`config.mk`:
```
export PLATFORM = sky130hd
export DESIGN_NAME = priority_task_scheduler
export DESIGN_NICKNAME = d
export VERILOG_FILES = /design/src/rtl/pts_pkg.sv /design/src/rtl/priority_task_scheduler.sv
export SDC_FILE = /design/constraint.sdc
export NUM_CORES = 1
export LEC_CHECK = 0
export BUFFER_PORTS_ARGS = -buffer_cell sky130_fd_sc_hd__buf_4
export CORE_MARGIN = 3
export CORE_UTILIZATION = 26
export DETAILED_ROUTE_END_ITERATION = 8
export SYNTH_ARGS = -nofsm -noshare
export SYNTH_HDL_FRONTEND = slang
export SYNTH_SLANG_ARGS = --single-unit
```
`constraint.sdc`:
```
create_clock -name clk -period 11.5 [get_ports clk]
set_input_delay 1.15 -clock clk [delete_from_list [all_inputs] [get_ports clk]]
set_output_delay 1.15 -clock clk [all_outputs]
set_load 0.1 [all_outputs]
```
`src/rtl/pts_pkg.sv`:
```
`timescale 1ns / 1ps
// ============================================================================
// pts_pkg: shared types and constants of the priority task scheduler.
// Holds the slot count, derived widths, action and slot state codes, and the
// packed item types of the request and result channels.
// ============================================================================
package pts_pkg;

    // Number of task slots; slot 0 is the idle task.
    localparam int NUM_SLOTS  = 8;
    localparam int SLOT_W     = $clog2(NUM_SLOTS);
    // Scan counter width, able to hold NUM_SLOTS itself.
    localparam int CNT_W      = SLOT_W + 1;
    // Fixed width of the slot fields on the result channel.
    localparam int OUT_SLOT_W = 3;

    // Action codes.
    localparam logic [2:0] ACT_CREATE = 3'd0;
    localparam logic [2:0] ACT_DELETE = 3'd1;
    localparam logic [2:0] ACT_DELAY  = 3'd2;
    localparam logic [2:0] ACT_END    = 3'd3;
    localparam logic [2:0] ACT_SELECT = 3'd4;

    // Slot state codes.
    localparam logic [1:0] ST_FREE  = 2'd0;
    localparam logic [1:0] ST_RUN   = 2'd1;
    localparam logic [1:0] ST_SLEEP = 2'd2;

    typedef struct packed {
        logic [2:0]  action;
        logic [31:0] handle;
        logic [7:0]  priority_req;
        logic [31:0] duration_ms;
        logic [31:0] now_ms;
    } sched_in_t;

    typedef struct packed {
        logic                  ok;
        logic [OUT_SLOT_W-1:0] slot;
        logic                  switch_request;
        logic [OUT_SLOT_W-1:0] current_task;
    } sched_out_t;

endpackage

```
`src/rtl/priority_task_scheduler.sv`:
```
`timescale 1ns / 1ps
// ============================================================================
// priority_task_scheduler: task table with priority selection and sleep timers.
// One request item in, one result item out. A small sequencer walks the slots
// one per cycle through a shared compare and elapsed-time unit.
// ============================================================================
// Usage:
//   Requests arrive on in_item with in_valid; an item is taken at an edge with
//   in_valid high and in_stall low. in_stall stays high while an item is in
//   work. Results leave on out_item with out_valid; the receiver holds
//   out_stall high to keep a result in the output register.
//   Create, delete and select walk slots 1 to NUM_SLOTS-1 at one slot per
//   cycle through the handle and timer memories (registered read), then pass
//   the final step that loads the output register. Delay, end and unused
//   codes take the execute step and then the final step. One item is in
//   work at a time; a new item may be accepted while the previous result
//   still waits in the output register, and the next result waits in its
//   final step until that register is free.
//   The protected handle is written on cfg_data with cfg_valid; cfg_ready is
//   always high. Reset marks every slot free except the running idle slot 0,
//   clears priorities, the current slot and the protected handle.
// ============================================================================
module priority_task_scheduler (
    input  logic               clk,
    input  logic               rst_n,
    input  logic               in_valid,
    output logic               in_stall,
    input  pts_pkg::sched_in_t in_item,
    output logic               out_valid,
    input  logic               out_stall,
    output pts_pkg::sched_out_t out_item,
    input  logic               cfg_valid,
    output logic               cfg_ready,
    input  logic [31:0]        cfg_data
);
    import pts_pkg::*;

    localparam logic [1:0] S_IDLE   = 2'd0;
    localparam logic [1:0] S_EXEC   = 2'd1;
    localparam logic [1:0] S_SCAN   = 2'd2;
    localparam logic [1:0] S_FINISH = 2'd3;

    logic [1:0]        state_reg;
    sched_in_t         act_reg;
    logic [31:0]       prot_reg;
    logic [SLOT_W-1:0] cur_reg;
    logic [CNT_W-1:0]  idx_reg;
    logic              proc_valid_reg;
    logic [SLOT_W-1:0] proc_idx_reg;
    logic              res_ok_reg;
    logic [SLOT_W-1:0] res_slot_reg;
    logic              res_sw_reg;
    logic [SLOT_W-1:0] best_reg;
    logic [7:0]        best_prio_reg;
    logic              found_reg;
    logic              out_valid_reg;
    sched_out_t        out_item_reg;

    logic [1:0]        status_reg [NUM_SLOTS];
    logic [7:0]        prio_reg   [NUM_SLOTS];

    logic [31:0]       handle_mem [NUM_SLOTS];
    logic [31:0]       start_mem  [NUM_SLOTS];
    logic [31:0]       length_mem [NUM_SLOTS];
    logic [31:0]       rd_handle_reg;
    logic [31:0]       rd_start_reg;
    logic [31:0]       rd_length_reg;

    logic              accept;
    logic              out_free;
    logic [SLOT_W-1:0] rd_addr;
    logic [SLOT_W-1:0] stat_addr;
    logic [1:0]        stat_rd;
    logic [7:0]        prio_rd;
    logic [31:0]       elapsed;
    logic              woke;
    logic              slot_ready;
    logic              take;
    logic              claim;
    logic              kill;
    logic              wake;
    logic              last;
    logic              delay_set;
    logic              end_free;
    logic              st_we;
    logic [1:0]        st_wdata;
    logic [SLOT_W-1:0] sel_best;
    logic              sel_found;

    // Channel handshakes.
    assign accept    = in_valid && !in_stall;
    assign in_stall  = (state_reg != S_IDLE);
    assign cfg_ready = 1'b1;
    assign out_free  = !out_valid_reg || !out_stall;
    assign out_valid = out_valid_reg;
    assign out_item  = out_item_reg;

    // Shared slot read port and per-slot decisions.
    assign rd_addr    = idx_reg[SLOT_W-1:0];
    assign stat_addr  = (state_reg == S_EXEC) ? cur_reg : proc_idx_reg;
    assign stat_rd    = status_reg[stat_addr];
    assign prio_rd    = prio_reg[proc_idx_reg];
    assign elapsed    = act_reg.now_ms - rd_start_reg;
    assign woke       = (stat_rd == ST_SLEEP) && (elapsed >= rd_length_reg);
    assign slot_ready = (stat_rd == ST_RUN) || woke;
    assign take       = slot_ready && (prio_rd >= best_prio_reg);

    assign claim = proc_valid_reg && (act_reg.action == ACT_CREATE) && !res_ok_reg
                   && (stat_rd == ST_FREE);
    assign kill  = proc_valid_reg && (act_reg.action == ACT_DELETE)
                   && (act_reg.handle != prot_reg) && (stat_rd != ST_FREE)
                   && (rd_handle_reg == act_reg.handle);
    assign wake  = proc_valid_reg && (act_reg.action == ACT_SELECT) && woke;
    assign last  = proc_valid_reg && (proc_idx_reg == SLOT_W'(NUM_SLOTS - 1));

    assign delay_set = (state_reg == S_EXEC) && (act_reg.action == ACT_DELAY)
                       && (stat_rd != ST_SLEEP);
    assign end_free  = (state_reg == S_EXEC) && (act_reg.action == ACT_END)
                       && (cur_reg != '0);

    assign sel_best  = take ? proc_idx_reg : best_reg;
    assign sel_found = take || found_reg;

    // Single write port of the slot state table.
    always_comb
    begin
        st_we    = 1'b0;
        st_wdata = ST_FREE;
        if (claim || wake)
        begin
            st_we    = 1'b1;
            st_wdata = ST_RUN;
        end
        else if (kill || end_free)
        begin
            st_we    = 1'b1;
            st_wdata = ST_FREE;
        end
        else if (delay_set)
        begin
            st_we    = 1'b1;
            st_wdata = ST_SLEEP;
        end
    end

    // Slot state and priority tables.
    always_ff @(posedge clk or negedge rst_n)
    begin
        if (!rst_n)
        begin
            for (int i = 0; i < NUM_SLOTS; i++)
            begin
                status_reg[i] <= ST_FREE;
                prio_reg[i]   <= 8'd0;
            end
            status_reg[0] <= ST_RUN;
        end
        else
        begin
            if (st_we)
            begin
                status_reg[stat_addr] <= st_wdata;
            end
            if (claim)
            begin
                prio_reg[proc_idx_reg] <= act_reg.priority_req;
            end
        end
    end

    // Handle and sleep timer memories with registered reads.
    always_ff @(posedge clk)
    begin
        if (claim)
        begin
            handle_mem[proc_idx_reg] <= act_reg.handle;
        end
        rd_handle_reg <= handle_mem[rd_addr];
    end

    always_ff @(posedge clk)
    begin
        if (delay_set)
        begin
            start_mem[cur_reg]  <= act_reg.now_ms;
            length_mem[cur_reg] <= act_reg.duration_ms;
        end
        rd_start_reg  <= start_mem[rd_addr];
        rd_length_reg <= length_mem[rd_addr];
    end

    // Protected handle register.
    always_ff @(posedge clk or negedge rst_n)
    begin
        if (!rst_n)
        begin
            prot_reg <= 32'd0;
        end
        else if (cfg_valid && cfg_ready)
        begin
            prot_reg <= cfg_data;
        end
    end

    // Request item latch.
    always_ff @(posedge clk)
    begin
        if (accept)
        begin
            act_reg <= in_item;
        end
    end

    // Sequencer, scan bookkeeping and result assembly.
    always_ff @(posedge clk or negedge rst_n)
    begin
        if (!rst_n)
        begin
            state_reg      <= S_IDLE;
            cur_reg        <= '0;
            idx_reg        <= '0;
            proc_valid_reg <= 1'b0;
            proc_idx_reg   <= '0;
            res_ok_reg     <= 1'b0;
            res_slot_reg   <= '0;
            res_sw_reg     <= 1'b0;
            best_reg       <= '0;
            best_prio_reg  <= 8'd0;
            found_reg      <= 1'b0;
            out_valid_reg  <= 1'b0;
            out_item_reg   <= '0;
        end
        else
        begin
            if (out_valid_reg && !out_stall && (state_reg != S_FINISH))
            begin
                out_valid_reg <= 1'b0;
            end

            case (state_reg)
                S_IDLE:
                begin
                    if (accept)
                    begin
                        res_ok_reg     <= (in_item.action != ACT_CREATE);
                        res_slot_reg   <= '0;
                        res_sw_reg     <= 1'b0;
                        best_reg       <= '0;
                        best_prio_reg  <= 8'd0;
                        found_reg      <= 1'b0;
                        idx_reg        <= CNT_W'(1);
                        proc_valid_reg <= 1'b0;
                        if (in_item.action == ACT_CREATE || in_item.action == ACT_DELETE
                            || in_item.action == ACT_SELECT)
                        begin
                            state_reg <= S_SCAN;
                        end
                        else
                        begin
                            state_reg <= S_EXEC;
                        end
                    end
                end

                S_EXEC:
                begin
                    if (act_reg.action == ACT_DELAY || end_free)
                    begin
                        res_sw_reg <= 1'b1;
                    end
                    state_reg <= S_FINISH;
                end

                S_SCAN:
                begin
                    // Read stage runs one slot ahead of the decision stage; the
                    // decision valid drops by itself once the read index passes
                    // the last slot.
                    proc_valid_reg <= (idx_reg < CNT_W'(NUM_SLOTS));
                    proc_idx_reg   <= idx_reg[SLOT_W-1:0];
                    if (idx_reg < CNT_W'(NUM_SLOTS))
                    begin
                        idx_reg <= idx_reg + CNT_W'(1);
                    end

                    if (claim)
                    begin
                        res_ok_reg   <= 1'b1;
                        res_slot_reg <= proc_idx_reg;
                    end
                    if (kill && (cur_reg == proc_idx_reg))
                    begin
                        res_sw_reg <= 1'b1;
                    end
                    if (proc_valid_reg && act_reg.action == ACT_SELECT && take)
                    begin
                        best_reg      <= proc_idx_reg;
                        best_prio_reg <= prio_rd;
                        found_reg     <= 1'b1;
                    end

                    if (last)
                    begin
                        if (act_reg.action == ACT_SELECT)
                        begin
                            cur_reg      <= sel_found ? sel_best : '0;
                            res_slot_reg <= sel_found ? sel_best : '0;
                        end
                        state_reg <= S_FINISH;
                    end
                end

                S_FINISH:
                begin
                    if (out_free)
                    begin
                        out_valid_reg               <= 1'b1;
                        out_item_reg.ok             <= res_ok_reg;
                        out_item_reg.slot           <= OUT_SLOT_W'(res_slot_reg);
                        out_item_reg.switch_request <= res_sw_reg;
                        out_item_reg.current_task   <= OUT_SLOT_W'(cur_reg);
                        state_reg                   <= S_IDLE;
                    end
                end

                default:
                begin
                    state_reg <= S_IDLE;
                end
            endcase
        end
    end

    // The idle slot is never freed.
    a_idle_never_free: assert property (@(posedge clk) disable iff (!rst_n)
        status_reg[0] != ST_FREE)
        else $error("idle slot became free");

    // A failed create reports no slot and no switch.
    a_fail_clean: assert property (@(posedge clk) disable iff (!rst_n)
        out_valid_reg && !out_item_reg.ok |-> out_item_reg.slot == '0
                                              && !out_item_reg.switch_request)
        else $error("failed create reported a slot or a switch");

    // The decision stage only runs during a scan.
    a_proc_in_scan: assert property (@(posedge clk) disable iff (!rst_n)
        proc_valid_reg |-> state_reg == S_SCAN)
        else $error("slot decision outside scan");

    // A new result only comes from the final step.
    a_result_from_finish: assert property (@(posedge clk) disable iff (!rst_n)
        $rose(out_valid_reg) |-> $past(state_reg) == S_FINISH)
        else $error("result loaded outside final step");

endmodule

```
==> impl_metrics.ini <==
[layout]
fin_cells = 4875
fin_util_pct = 30.9
drive_gt1_share_pct = 30.8
fin_nets = 2790
areaGrowthSynthToFinish_pct = 17.5
largestRegisters = handle_mem (256), length_mem (256), start_mem (256)

[detailed_routing]
drt_pass1_iterations = 5
drc = 0
final_antenna_net_count = 0
drt_wl_total_um = 101000
drtIter0Drc = 1424
viasPerCell = 4.38
via_count = 21400
wl_per_cell_um = 20.7

[clock_tree]
clock-sinks = 1122
clockBufferDepth = 3
cts.repair.resized = 0
clock-root-buffer = clkbuf_16
clk_pin_slew_ns = 0.06
ctsHoldBuffers = 0
ctsHtreeMaxLevel = 3
cts_tree = yes
cts_setup_buffers = 0
cts_buffers = 114
clock_latency_ns = 0.72

[setup_path]
crit_type = register to register
reg2reg_to = status_reg[11]$_DFFE_PN0P_
startpoint_type = register
r2r-start = act_reg[4]$_DFFE_PP_
cp.arrival_ns = 6.97
rrSetupSlack_ns = 5.13
end_kind = register
rr_worst_depth = 18
required_ns = 12.11
crit_path_max_fanout = 16

[synthesis]
synth_cell_types = 80
async_flop_share_pct = 13.5
yosys_register_bits = 1122
yosysTopAreaCell = edfxtp_1
yosysTopAreaCellShare_pct = 59.3
synth_common_cells = edfxtp_1, mux2_2, mux4_2
avgSynthCellArea_um2 = 18.8
syn-cell-area_mm2 = 0.0443
syn-num-nets = 2574
yosysMostFrequentCell = edfxtp_1
seq_area_frac_synth_pct = 72.1
synth_edf_count = 875
ys_top_cells_by_area = edfxtp_1, mux4_2, dfrtp_1, mux2_2, dfxtp_1
ys.flop_type = edfxtp_1
yosys_warnings = 0
netlist_instances = 2353

[global_route]
antenna_found_initial = 1
grtUsageTotal_pct = 11.5
grt_overflow_total = 0
grt_max_degree = 92
grt_pass1_wl_um = 150000
grt_pass1_vias = 22700

[floorplan]
core_area_mm2 = 0.168
die_width_um = 419
io_pins = 155
die_y_um = 419
rows = 150
start_util_pct = 26.3
dieArea_mm2 = 0.176

[power_and_ir_drop]
vdd_drop_max_mv = 0.137
power.density_mw_per_mm2 = 223
leakage_nw = 18.3

[sta]
fin_skew_ns = 0.0348
worst_slack_ns = 5.13
rsz0062_at_grt = false
slew_headroom_pct = 29.4
fin_crit_ns = 6.37
tightest_slew_ns = 1.05
fin_crit_sh_pct = 55.4
fin_tns_setup_ns = 0
final_max_slew_viol_count = 0
max_freq_ghz = 0.157
finalHoldViolations = 0
setup_violations = 0
hold_ws_ns = 0.499

[outcome]
status = complete, no violations

[place]
dp.cells = 4657
dp_hpwl_um = 60000
numPortBuffers = 153
place_ws_ns = 5.13
gp_congestion = 0.767

[min_path]
holdCritStartpoint = prio_reg[22]$_DFFE_PN0P_
holdPathStages = 1
whs_endpoint = prio_reg[22]$_DFFE_PN0P_
hp-class = register to register

[job]
drv.max_cap_violation_count = 0
## power breakdown
part | internal, mW | leakage (nW) | switching [mW]
clock | 2.20 | 1.88 | 1.57
combinational | 1.30 | 5.73 | 1.48
sequential | 4.77 | 10.6 | 0.313
## critical path: stages (launching register included)
cell	delay, ns
edfxtp_1	0.49
ha_1	0.43
o211ai_1	0.12
a21oi_1	0.20
o21ai_0	0.19
o21ai_0	0.61
a41oi_1	0.36
a31oi_1	0.43
a21bo_2	0.20
xnor2_1	0.13
ha_1	0.27
a21o_1	0.18
a21o_1	0.16
a21oi_1	0.13
o221ai_1	0.11
a41oi_1	0.65
o31ai_2	0.27
or4_1	0.94
a41oi_1	0.39
## worst max-delay path by stage
| stage | from | end | slack (ns) |
|---|---|---|---|
| 2_1_floorplan | state_reg[1]$_DFFE_PN0P_ | length_mem[0][0]$_DFFE_PP_ | 2.75 |
| 3_3_place_gp | act_reg[4]$_DFFE_PP_ | status_reg[11]$_DFFE_PN0P_ | 5.25 |
| 3_5_place_dp | act_reg[4]$_DFFE_PP_ | status_reg[11]$_DFFE_PN0P_ | 5.13 |
| 4_1_cts | act_reg[2]$_DFFE_PP_ | status_reg[11]$_DFFE_PN0P_ | 5.08 |
| 5_1_grt | act_reg[11]$_DFFE_PP_ | status_reg[11]$_DFFE_PN0P_ | 4.68 |
| 6_report | act_reg[4]$_DFFE_PP_ | status_reg[11]$_DFFE_PN0P_ | 5.13 |
## metrics by stage
step	area (µm²)	power, mW
after global placement	48200	7.97
after global routing	52100	12.3
final	52100	11.6
after floorplan	44300	7.17
after CTS	52100	11.8
after detailed placement	48200	7.99
## kinds of logic (layout without fill, tap and decap cells)
family,Yosys count,in the layout,share of synthesized area [%]
and+or+nand+nor,229,229,2.62
AOI/OAI and AO/OA,204,204,3.26
other,1,3,0.00846
adders and majority gates,77,77,2.19
xor gates and xnor gates,97,97,1.92
DFF,1122,1122,72.1
muxes,429,429,16.2
buffers and inverters,194,510,1.72
## per-layer routing
metal / GRT usage (%) / up-vias / part of all wire (%)
met3: 2.08 / 139 / 3.8
met5: 0 / - / 0
met4: 3.20 / 0 / 2.6
met2: 20.7 / 392 / 53
li1: - / 9739 / -
met1: 13.9 / 11100 / 41
## cells in the final DEF, fill, tap and decap left out, types with 63 or more instances in the layout
cell       count
buf_4        187
clkbuf_16    115
dfrtp_1      147
dfxtp_1       96
edfxtp_1     875
ha_1          76
inv_1        101
mux2_2       211
mux4_2       208
nand2_1       63
## area by class of cell
cell class                 instances  area [µm²]
antenna                            2        5.00
timing repair buffer             189        1440
clock inverter                    62         703
sequential                      1122       32000
fill                           16200      116000
multi-input combinational       1037       11600
tap                             2204        2760
inverter                         105         403
clock buffer                     154        3170
Note: power is estimated with default switching activity, not from simulation.
